--- config.mk ---
export PLATFORM = sky130hd
export DESIGN_NAME = slotted_bounded_list_bank_unit
export DESIGN_NICKNAME = d
export VERILOG_FILES = /design/src/rtl/sblb_pkg.sv /design/src/rtl/sblb_store.sv /design/src/rtl/sblb_key_unit.sv /design/src/rtl/slotted_bounded_list_bank_unit.sv
export SDC_FILE = /design/constraint.sdc
export NUM_CORES = 2
export LEC_CHECK = 0
export ABC_AREA = 1
export BUFFER_PORTS_ARGS = -buffer_cell sky130_fd_sc_hd__buf_2
export CORE_ASPECT_RATIO = 0.7
export CORE_MARGIN = 2
export CORE_UTILIZATION = 57
export DETAILED_ROUTE_END_ITERATION = 10
export PLACE_DENSITY = 0.76
export SKIP_LAST_GASP = 1
export SLEW_MARGIN = 5
export SYNTH_ARGS = -nofsm -noshare
export SYNTH_HDL_FRONTEND = slang
export SYNTH_SLANG_ARGS = --single-unit
export TNS_END_PERCENT = 10
--- constraint.sdc ---
create_clock -name clk -period 5.94 [get_ports clk]
set_input_delay 0.297 -clock clk [delete_from_list [all_inputs] [get_ports clk]]
set_output_delay 0.297 -clock clk [all_outputs]
set_load 0.01 [all_outputs]
--- src/rtl/sblb_pkg.sv ---
`timescale 1ns / 1ps
`default_nettype none
// ----------------------------------------------------------------------------
// sblb_pkg
// Command and status codes and fixed field widths of the slotted list bank.
// ----------------------------------------------------------------------------
package sblb_pkg;

  localparam int DATA_W   = 32;
  localparam int CMD_W    = 4;
  localparam int SLOT_W   = 4;
  localparam int AMOUNT_W = 5;
  localparam int STATUS_W = 4;
  localparam int COUNT_W  = 4;

  // Command codes
  localparam logic [CMD_W-1:0] CMD_CREATE          = 4'd0;
  localparam logic [CMD_W-1:0] CMD_APPEND          = 4'd1;
  localparam logic [CMD_W-1:0] CMD_DROP_LAST       = 4'd2;
  localparam logic [CMD_W-1:0] CMD_REMOVE          = 4'd3;
  localparam logic [CMD_W-1:0] CMD_RESIZE          = 4'd4;
  localparam logic [CMD_W-1:0] CMD_READ            = 4'd5;
  localparam logic [CMD_W-1:0] CMD_READ_SORTED     = 4'd6;
  localparam logic [CMD_W-1:0] CMD_COUNT           = 4'd7;
  localparam logic [CMD_W-1:0] CMD_READ_ALL        = 4'd8;
  localparam logic [CMD_W-1:0] CMD_READ_ALL_SORTED = 4'd9;

  // Status codes
  localparam logic [STATUS_W-1:0] ST_OK           = 4'd0;
  localparam logic [STATUS_W-1:0] ST_BAD_SLOT     = 4'd1;
  localparam logic [STATUS_W-1:0] ST_EXISTS       = 4'd2;
  localparam logic [STATUS_W-1:0] ST_BAD_SIZE     = 4'd3;
  localparam logic [STATUS_W-1:0] ST_NO_MEMORY    = 4'd4;
  localparam logic [STATUS_W-1:0] ST_NO_LIST      = 4'd5;
  localparam logic [STATUS_W-1:0] ST_EMPTY        = 4'd6;
  localparam logic [STATUS_W-1:0] ST_FULL         = 4'd7;
  localparam logic [STATUS_W-1:0] ST_NOT_FOUND    = 4'd8;
  localparam logic [STATUS_W-1:0] ST_BAD_NEW_SIZE = 4'd9;
  localparam logic [STATUS_W-1:0] ST_ALL_EMPTY    = 4'd10;

  // Outcome of one key comparison
  typedef struct packed {
    logic above_prev;
    logic below_best;
    logic match;
  } key_cmp_t;

endpackage : sblb_pkg
`default_nettype wire

--- src/rtl/sblb_store.sv ---
`timescale 1ns / 1ps
`default_nettype none
// ----------------------------------------------------------------------------
// sblb_store
// Word store of the list bank: one write port, one registered read port.
// ----------------------------------------------------------------------------
module sblb_store
  import sblb_pkg::*;
#(
  parameter int AW = 6
) (
  input  wire logic              clk,
  input  wire logic              we,
  input  wire logic [AW-1:0]     waddr,
  input  wire logic [DATA_W-1:0] wdata,
  input  wire logic [AW-1:0]     raddr,
  output logic      [DATA_W-1:0] rdata
);

  logic [DATA_W-1:0] mem [2**AW];

  // Write one word
  always_ff @(posedge clk) begin
    if (we) begin
      mem[waddr] <= wdata;
    end
  end

  // Read one word, registered
  always_ff @(posedge clk) begin
    rdata <= mem[raddr];
  end

endmodule : sblb_store
`default_nettype wire

--- src/rtl/sblb_key_unit.sv ---
`timescale 1ns / 1ps
`default_nettype none
// ----------------------------------------------------------------------------
// sblb_key_unit
// Shared compare unit: orders a candidate word against the last emitted key
// and the best key so far, and tests it for equality with the search value.
// ----------------------------------------------------------------------------
module sblb_key_unit
  import sblb_pkg::*;
#(
  parameter int AW = 6
) (
  input  wire logic              sorted,
  input  wire logic [DATA_W-1:0] cand_value,
  input  wire logic [AW-1:0]     cand_addr,
  input  wire logic [DATA_W-1:0] prev_value,
  input  wire logic [AW-1:0]     prev_addr,
  input  wire logic [DATA_W-1:0] best_value,
  input  wire logic [AW-1:0]     best_addr,
  input  wire logic [DATA_W-1:0] ref_value,
  output key_cmp_t               cmp
);

  localparam logic [DATA_W-1:0] SIGN_FLIP = {1'b1, {(DATA_W-1){1'b0}}};

  logic [DATA_W+AW-1:0] cand_key;
  logic [DATA_W+AW-1:0] prev_key;
  logic [DATA_W+AW-1:0] best_key;

  // Build keys: biased value then address when sorted, address alone otherwise
  always_comb begin
    if (sorted) begin
      cand_key = {cand_value ^ SIGN_FLIP, cand_addr};
      prev_key = {prev_value ^ SIGN_FLIP, prev_addr};
      best_key = {best_value ^ SIGN_FLIP, best_addr};
    end else begin
      cand_key = {{DATA_W{1'b0}}, cand_addr};
      prev_key = {{DATA_W{1'b0}}, prev_addr};
      best_key = {{DATA_W{1'b0}}, best_addr};
    end
  end

  assign cmp.above_prev = cand_key > prev_key;
  assign cmp.below_best = cand_key < best_key;
  assign cmp.match      = cand_value == ref_value;

endmodule : sblb_key_unit
`default_nettype wire

--- src/rtl/slotted_bounded_list_bank_unit.sv ---
`timescale 1ns / 1ps
`default_nettype none
// ----------------------------------------------------------------------------
// slotted_bounded_list_bank_unit
// Bank of numbered slots, each holding a bounded list of signed words.
// ----------------------------------------------------------------------------
// A command is taken when start is high and busy is low. Create, append,
// drop last, resize and count finish in the cycle they are taken; their one
// result shows in the next cycle. Remove walks the slot, reading and checking
// each word searched (S_FD_ISS, S_FD_CHK) and reading and writing each word
// moved up (S_MV_ISS, S_MV_WR). Reads produce each element with one pass
// over the slot or the whole bank (S_RD_ISS, S_RD_CHK per word) then S_EMIT,
// so n elements take n passes; the single read port of the word store and
// the single key comparator set this. Results come with result_valid for one
// cycle each and cannot be held off; a command's final result has last set.
// ----------------------------------------------------------------------------
module slotted_bounded_list_bank_unit
  import sblb_pkg::*;
#(
  parameter int NUM_SLOTS     = 8,
  parameter int SLOT_CAPACITY = 8
) (
  input  wire logic                       clk,
  input  wire logic                       rst,
  input  wire logic                       start,
  output logic                            busy,
  input  wire logic [CMD_W-1:0]           command,
  input  wire logic [SLOT_W-1:0]          slot,
  input  wire logic signed [DATA_W-1:0]   value,
  input  wire logic signed [AMOUNT_W-1:0] amount,
  output logic                            result_valid,
  output logic [STATUS_W-1:0]             status,
  output logic signed [DATA_W-1:0]        element,
  output logic [COUNT_W-1:0]              count,
  output logic                            last
);

  localparam int SIW = (NUM_SLOTS > 1) ? $clog2(NUM_SLOTS) : 1;
  localparam int OFW = (SLOT_CAPACITY > 1) ? $clog2(SLOT_CAPACITY) : 1;
  localparam int AW  = SIW + OFW;
  localparam int TW  = $clog2(NUM_SLOTS * SLOT_CAPACITY + 1);

  localparam logic [SIW-1:0] SLOT_LAST = SIW'(NUM_SLOTS - 1);
  localparam logic [OFW-1:0] OFS_LAST  = OFW'(SLOT_CAPACITY - 1);
  localparam logic [6:0]     CAP_LIM   = 7'(SLOT_CAPACITY);
  localparam logic [SLOT_W-1:0] SLOT_MAX = SLOT_W'(NUM_SLOTS);

  // Sequencer states
  localparam logic [2:0] S_IDLE   = 3'd0;
  localparam logic [2:0] S_RD_ISS = 3'd1;
  localparam logic [2:0] S_RD_CHK = 3'd2;
  localparam logic [2:0] S_EMIT   = 3'd3;
  localparam logic [2:0] S_FD_ISS = 3'd4;
  localparam logic [2:0] S_FD_CHK = 3'd5;
  localparam logic [2:0] S_MV_ISS = 3'd6;
  localparam logic [2:0] S_MV_WR  = 3'd7;

  logic [2:0] state;

  // Per-slot bookkeeping
  logic             present [NUM_SLOTS];
  logic [3:0]       cap     [NUM_SLOTS];
  logic [3:0]       fill    [NUM_SLOTS];

  // Command context
  logic [SIW-1:0]    sidx;
  logic [DATA_W-1:0] ref_value;
  logic              all_slots;
  logic              sorted;
  logic [TW-1:0]     total;
  logic [TW-1:0]     emitted;
  logic [OFW-1:0]    ofs;

  // Scan context
  logic [SIW-1:0]    scan_s;
  logic [OFW-1:0]    scan_o;
  logic              have_prev;
  logic              have_best;
  logic [DATA_W-1:0] prev_value;
  logic [AW-1:0]     prev_addr;
  logic [DATA_W-1:0] best_value;
  logic [AW-1:0]     best_addr;

  // Word store ports
  logic              mem_we;
  logic [AW-1:0]     mem_waddr;
  logic [DATA_W-1:0] mem_wdata;
  logic [AW-1:0]     mem_raddr;
  logic [DATA_W-1:0] mem_rdata;

  key_cmp_t          cmp;

  // Decode of the command at the port
  logic              accept;
  logic [SLOT_W-1:0] slot_m1;
  logic [SIW-1:0]    acc_sidx;
  logic              bad_slot;
  logic [6:0]        amt_ext;
  logic [6:0]        new_cap;
  logic [TW-1:0]     bank_total;
  logic              scan_end;
  logic              in_range;

  assign busy     = state != S_IDLE;
  assign accept   = start && !busy;
  assign slot_m1  = slot - SLOT_W'(1);
  assign acc_sidx = slot_m1[SIW-1:0];
  assign bad_slot = (slot == '0) || (slot > SLOT_MAX);
  assign amt_ext  = {{2{amount[AMOUNT_W-1]}}, amount};
  assign new_cap  = {3'b000, cap[acc_sidx]} + amt_ext;

  // Sum the fills of all slots (absent slots hold zero fill)
  always_comb begin
    bank_total = '0;
    for (int k = 0; k < NUM_SLOTS; k++) begin
      bank_total = bank_total + TW'(fill[k]);
    end
  end

  assign scan_end = (scan_o == OFS_LAST) && (!all_slots || scan_s == SLOT_LAST);
  assign in_range = (all_slots || scan_s == sidx) && ({1'b0, scan_o} < 4'(fill[scan_s]));

  // Steer the word store
  always_comb begin
    mem_we    = 1'b0;
    mem_waddr = {scan_s, scan_o};
    mem_wdata = mem_rdata;
    case (state)
      S_FD_ISS: mem_raddr = {sidx, ofs};
      S_MV_ISS: mem_raddr = {sidx, ofs + OFW'(1)};
      default:  mem_raddr = {scan_s, scan_o};
    endcase
    if (state == S_IDLE && accept && command == CMD_APPEND && !bad_slot &&
        present[acc_sidx] && fill[acc_sidx] < cap[acc_sidx]) begin
      mem_we    = 1'b1;
      mem_waddr = {acc_sidx, fill[acc_sidx][OFW-1:0]};
      mem_wdata = value;
    end else if (state == S_MV_WR) begin
      mem_we    = 1'b1;
      mem_waddr = {sidx, ofs};
      mem_wdata = mem_rdata;
    end
  end

  sblb_store #(
    .AW (AW)
  ) u_store (
    .clk   (clk),
    .we    (mem_we),
    .waddr (mem_waddr),
    .wdata (mem_wdata),
    .raddr (mem_raddr),
    .rdata (mem_rdata)
  );

  sblb_key_unit #(
    .AW (AW)
  ) u_key (
    .sorted     (sorted),
    .cand_value (mem_rdata),
    .cand_addr  ({scan_s, scan_o}),
    .prev_value (prev_value),
    .prev_addr  (prev_addr),
    .best_value (best_value),
    .best_addr  (best_addr),
    .ref_value  (ref_value),
    .cmp        (cmp)
  );

  // Control sequencer and slot bookkeeping
  always_ff @(posedge clk) begin
    if (rst) begin
      state        <= S_IDLE;
      result_valid <= 1'b0;
      for (int k = 0; k < NUM_SLOTS; k++) begin
        present[k] <= 1'b0;
        cap[k]     <= '0;
        fill[k]    <= '0;
      end
    end else begin
      result_valid <= 1'b0;
      element      <= '0;
      count        <= '0;
      last         <= 1'b1;
      status       <= ST_OK;
      case (state)
        S_IDLE: begin
          if (accept) begin
            sidx      <= acc_sidx;
            ref_value <= value;
            ofs       <= '0;
            scan_o    <= '0;
            have_prev <= 1'b0;
            have_best <= 1'b0;
            emitted   <= '0;
            if (command inside {CMD_READ_ALL, CMD_READ_ALL_SORTED}) begin
              all_slots <= 1'b1;
              sorted    <= command == CMD_READ_ALL_SORTED;
              total     <= bank_total;
              scan_s    <= '0;
              if (bank_total == '0) begin
                result_valid <= 1'b1;
                status       <= ST_ALL_EMPTY;
              end else begin
                state <= S_RD_ISS;
              end
            end else if (command <= CMD_READ_ALL_SORTED) begin
              result_valid <= 1'b1;
              all_slots    <= 1'b0;
              sorted       <= command == CMD_READ_SORTED;
              total        <= TW'(fill[acc_sidx]);
              scan_s       <= acc_sidx;
              if (bad_slot) begin
                status <= ST_BAD_SLOT;
              end else if (command == CMD_CREATE) begin
                if (present[acc_sidx]) begin
                  status <= ST_EXISTS;
                end else if (amount < 5'sd1) begin
                  status <= ST_BAD_SIZE;
                end else if ($signed(amt_ext) > $signed(CAP_LIM)) begin
                  status <= ST_NO_MEMORY;
                end else begin
                  present[acc_sidx] <= 1'b1;
                  cap[acc_sidx]     <= amount[3:0];
                  fill[acc_sidx]    <= '0;
                end
              end else if (!present[acc_sidx]) begin
                status <= ST_NO_LIST;
              end else begin
                case (command)
                  CMD_APPEND: begin
                    if (fill[acc_sidx] >= cap[acc_sidx]) begin
                      status <= ST_FULL;
                    end else begin
                      fill[acc_sidx] <= fill[acc_sidx] + 4'd1;
                    end
                  end
                  CMD_DROP_LAST: begin
                    if (fill[acc_sidx] == '0) begin
                      status <= ST_EMPTY;
                    end else begin
                      fill[acc_sidx] <= fill[acc_sidx] - 4'd1;
                    end
                  end
                  CMD_RESIZE: begin
                    if ($signed(new_cap) < 7'sd1) begin
                      status <= ST_BAD_NEW_SIZE;
                    end else if ($signed(new_cap) > $signed(CAP_LIM)) begin
                      status <= ST_NO_MEMORY;
                    end else begin
                      cap[acc_sidx] <= new_cap[3:0];
                      if (fill[acc_sidx] > new_cap[3:0]) begin
                        fill[acc_sidx] <= new_cap[3:0];
                      end
                    end
                  end
                  CMD_COUNT: begin
                    if (fill[acc_sidx] == '0) begin
                      status <= ST_EMPTY;
                    end else begin
                      count <= fill[acc_sidx];
                    end
                  end
                  default: begin
                    // Remove and single-slot reads: walk the slot
                    if (fill[acc_sidx] == '0) begin
                      status <= ST_EMPTY;
                    end else begin
                      result_valid <= 1'b0;
                      state <= (command == CMD_REMOVE) ? S_FD_ISS : S_RD_ISS;
                    end
                  end
                endcase
              end
            end
          end
        end
        S_RD_ISS: begin
          state <= S_RD_CHK;
        end
        S_RD_CHK: begin
          // Keep the smallest key above the last one emitted
          if (in_range && (!have_prev || cmp.above_prev) &&
              (!have_best || cmp.below_best)) begin
            have_best  <= 1'b1;
            best_value <= mem_rdata;
            best_addr  <= {scan_s, scan_o};
          end
          if (scan_end) begin
            state <= S_EMIT;
          end else begin
            state <= S_RD_ISS;
            if (scan_o == OFS_LAST) begin
              scan_o <= '0;
              scan_s <= scan_s + SIW'(1);
            end else begin
              scan_o <= scan_o + OFW'(1);
            end
          end
        end
        S_EMIT: begin
          result_valid <= 1'b1;
          element      <= best_value;
          last         <= emitted == total - TW'(1);
          prev_value   <= best_value;
          prev_addr    <= best_addr;
          have_prev    <= 1'b1;
          have_best    <= 1'b0;
          emitted      <= emitted + TW'(1);
          scan_o       <= '0;
          scan_s       <= all_slots ? '0 : sidx;
          state        <= (emitted == total - TW'(1)) ? S_IDLE : S_RD_ISS;
        end
        S_FD_ISS: begin
          state <= S_FD_CHK;
        end
        S_FD_CHK: begin
          if (cmp.match) begin
            if (4'(ofs) + 4'd1 < fill[sidx]) begin
              state <= S_MV_ISS;
            end else begin
              fill[sidx]   <= fill[sidx] - 4'd1;
              result_valid <= 1'b1;
              state        <= S_IDLE;
            end
          end else if (4'(ofs) + 4'd1 >= fill[sidx]) begin
            result_valid <= 1'b1;
            status       <= ST_NOT_FOUND;
            state        <= S_IDLE;
          end else begin
            ofs   <= ofs + OFW'(1);
            state <= S_FD_ISS;
          end
        end
        S_MV_ISS: begin
          state <= S_MV_WR;
        end
        S_MV_WR: begin
          // Close the gap one word at a time
          ofs <= ofs + OFW'(1);
          if (4'(ofs) + 4'd2 < fill[sidx]) begin
            state <= S_MV_ISS;
          end else begin
            fill[sidx]   <= fill[sidx] - 4'd1;
            result_valid <= 1'b1;
            state        <= S_IDLE;
          end
        end
        default: begin
          state <= S_IDLE;
        end
      endcase
    end
  end

  // A stream that is not finished keeps the block busy
  a_stream_busy: assert property (@(posedge clk) disable iff (rst)
    (result_valid && !last) |-> busy)
    else $error("stream element without last while idle");

  // The store is written only by an append or a compaction step
  a_write_src: assert property (@(posedge clk) disable iff (rst)
    mem_we |-> ((state == S_IDLE && accept) || state == S_MV_WR))
    else $error("unexpected store write");

  // Emission never runs past the element total
  a_emit_bound: assert property (@(posedge clk) disable iff (rst)
    (state == S_EMIT) |-> (emitted < total))
    else $error("more elements emitted than stored");

  // A result leaves the block idle or continues a read
  a_done_idle: assert property (@(posedge clk) disable iff (rst)
    (busy && $past(state) == S_EMIT && !$past(rst)) |-> (result_valid && !last))
    else $error("read resumed without streaming an element");

  // Fill never exceeds capacity
  for (genvar g = 0; g < NUM_SLOTS; g++) begin : g_fill_chk
    a_fill_cap: assert property (@(posedge clk) disable iff (rst)
      fill[g] <= cap[g])
      else $error("slot fill above capacity");
  end

endmodule : slotted_bounded_list_bank_unit
`default_nettype wire
==> flow_metrics.py <==
metrics = {
    "synth": {
        "ys_seq_area_share_pct": 69.2,
        "syn_area_um2": 101000,
        "synth_ff_type": "edfxtp_1",
        "synth_seq_cells": 2341,
        "syn_inst": 8721,
        "yosys_warnings": 0,
        "synth_area_leaders": "edfxtp_1 68%, nand3_1 5.1%, inv_1 4.9%, nand2_1 4.6%, o211ai_1 4.4%",
        "synth_nets": 8909,
        "synth.distinct_cells": 52,
        "syn_area_per_cell_um2": 11.6,
        "synth_edf_count": 2291,
        "synthDominantCellAreaShare_pct": 68.2,
        "synth_async_sr_flop_share_pct": 0,
        "synth.largest_area_cell": "edfxtp_1",
    },
    "die": {
        "start_util_pct": 57.2,
        "die_w_um": 507,
        "dieArea_um2": 180000,
        "rows": 129,
        "io_pins": 91,
        "fp.dieH_um": 356,
        "core-area_um2": 176000,
    },
    "timing": {
        "setup_viol_count_final": 0,
        "fin_tns_setup_ns": 0,
        "worst_pin_slew_ns": 1.47,
        "final_hold_viol_count": 0,
        "fin_crit_ns": 5.44,
        "fin_crit_sh_pct": 91.6,
        "fmax_mhz": 184,
        "slew_violations": 0,
        "grt_setup_unrepaired": "false",
        "timing.final.ws_setup_ns": 0.501,
        "clock_skew_ns": 0.0450,
        "maxSlewHeadroom_pct": 1.50,
    },
    "place": {
        "place_inst": 10900,
        "place_congestion": 0.986,
        "place_ws_ns": 0.300,
        "port_buffers": 90,
        "hpwl_um": 178000,
    },
    "grt": {
        "grt_usage_pct": 31.7,
        "grt_max_degree": 175,
        "antenna_found_initial": 22,
        "grt_pass1_wl_um": 421000,
        "grt_pass1_vias": 64800,
        "grt.overflow.total": 0,
    },
    "worst_hold_path": {
        "min_path_type": "input port to flop",
    },
    "power_and_ir_drop": {
        "power_density_nw_per_um2": 310,
        "power_mw": 35.0,
        "p_leak_nw": 42.2,
        "peakVddDrop_mv": 0.275,
    },
    "run": {
        "drv_cap": 0,
    },
    "clocking": {
        "ctsHoldBuffers": 42,
        "clkSinkCount": 2341,
        "insertion_delay_ns": 0.86,
        "cts_resized": 0,
        "cts_buffers": 206,
        "htreeDepth": 4,
        "clk_pin_slew_worst_paths_ns": 0.07,
        "postCtsSetupBuffers": 0,
        "cts_tree": "done",
        "cts-root-buf": "clkbuf_16",
        "clockBufferDepth": 3,
    },
    "worst_setup_path": {
        "cp-end-kind": "flop",
        "worstPathMaxFanout": 32,
        "r2r_slack_ns": 1.09,
        "cp_data_required_time_ns": 6.42,
        "critPathLaunchType": "input port",
        "critical_path_arrival_ns": 5.92,
        "path_class": "input port to flop",
    },
    "drt": {
        "ant_nets": 0,
        "wire_per_inst_um": 25.5,
        "totalWireLength_um": 290000,
        "drtIter0Drc": 12300,
        "drt_first_pass_iters": 9,
        "drc": 0,
        "vias": 69700,
        "routed_via_density": 6.14,
    },
    "final_layout": {
        "final_core_util_pct": 64.1,
        "drive_gt1_share_pct": 8.85,
        "final_nets": 9009,
        "fin_cells": 11400,
        "syn2layout_area_growth_pct": 12.0,
        "mostFrequentLayoutCell": "edfxtp_1",
        "final_cell_mix": "2,291 x edfxtp_1, 1,319 x inv_1, 1,234 x nand2_1",
    },
    "run_status": {
        "outcome": "finished clean",
    },
}
worst max-delay path, cell delays in order:
cell and delay (ns):
dlygate4sd3_1 0.53, buf_2 0.11, inv_1 0.04, ha_1 0.20, nand2_1 0.12, nand2_1 0.11
buf_4 0.23, nor3_1 0.54, a22o_1 0.25, inv_1 0.04, nand4_1 0.13, inv_1 0.07
ha_1 0.30, nand2_1 0.07, inv_1 0.05, o21ai_0 0.10, nand2_1 0.19, nor2_1 0.15
nand2_1 0.22, buf_4 0.26, o21ai_1 0.37, inv_1 0.16, nor2_1 0.17, nand2_1 0.44
nor2_4 0.19, buf_4 0.53
metal layers:
metal | up-vias | GRT usage [%] | wire (µm)
li1 | 30900 | - | -
met1 | 33400 | 46.3 | 112000
met4 | 22 | 10.8 | 10300
met3 | 589 | 11.5 | 48200
met5 | - | 0 | 189
met2 | 4874 | 43.8 | 119000
metrics by stage:
stage	instance area [µm²]	hold WS, ns
2_1_floorplan	101000	0.396
3_3_place_gp	106000	0.427
3_5_place_dp	106000	0.442
4_1_cts	113000	0.0421
5_1_grt	113000	0.104
6_report	113000	0.107
where the power goes:
part / switching [mW] / leakage [nW] / internal (mW) / total (mW)
clock: 6.08 / 3.24 / 7.31 / 13.4
combinational: 2.28 / 17.8 / 0.766 / 3.04
sequential: 0.110 / 21.2 / 18.5 / 18.6
Yosys cell counts, types with 4 or more instances:
library cell / instances
edfxtp_1: 2291
inv_1: 1322
nand2_1: 1237
nand3_1: 1025
o211ai_1: 589
o21ai_0: 586
a21oi_1: 495
nor2_1: 313
clkbuf_1: 229
buf_2: 186
ha_1: 116
buf_1: 56
dfxtp_1: 50
or2_2: 34
nor3_1: 26
fa_1: 24
nand4_1: 24
xor2_1: 15
buf_4: 12
xnor2_1: 9
a22o_1: 8
inv_2: 8
o22ai_1: 7
a221oi_1: 6
nor4_1: 6
o21ai_1: 6
buf_6: 5
nand2_2: 4
o21ai_2: 4
sequential cells by signal, summed over array words and instances, names as in the netlist, 4 cells and up, named ones only:
| register | count |
|---|---|
| emitted | 7 |
| best_addr | 6 |
| prev_addr | 6 |
| count | 4 |
| ref_value | 32 |
| status | 4 |
| total | 7 |
| cap | 32 |
| u_store.mem | 2048 |
| present | 8 |
| prev_value | 32 |
| best_value | 32 |
| element | 32 |
| u_store.rdata | 32 |
| fill | 32 |
final cells by class:
class	count	area (µm²)
Fill cell	12700	63300
Clock inverter	133	1220
Clock buffer	251	5440
Tap cell	2358	2950
Sequential cell	2341	69800
Timing Repair Buffer	380	3710
Multi-Input combinational cell	4561	24800
Inverter	1331	5020
Antenna cell	4	10.0
path summary, 6_finish.rpt:
check	to	startpoint	depth (start not counted)
setup / recovery	u_store.mem[3][29]	slot[0]	26
hold reg to reg	present[6]	present[6]	2
hold / removal	sidx[2]	slot[2]	4
setup reg to reg	u_store.mem[3][29]	fill[4][3]	22
cells by family (layout without fill, tap and decap cells):
kind of cell	Yosys count	count (layout)	share of synthesized area, %
xor+xnor	25	25	0.225
buf+inv	1819	2095	7.08
compound gates	1719	1719	10.1
flops	2341	2341	69.2
simple gates	2677	2677	11.5
other cells	0	4	0
fa+ha+maj	140	140	1.91
Note: power is estimated with default switching activity, not from simulation.
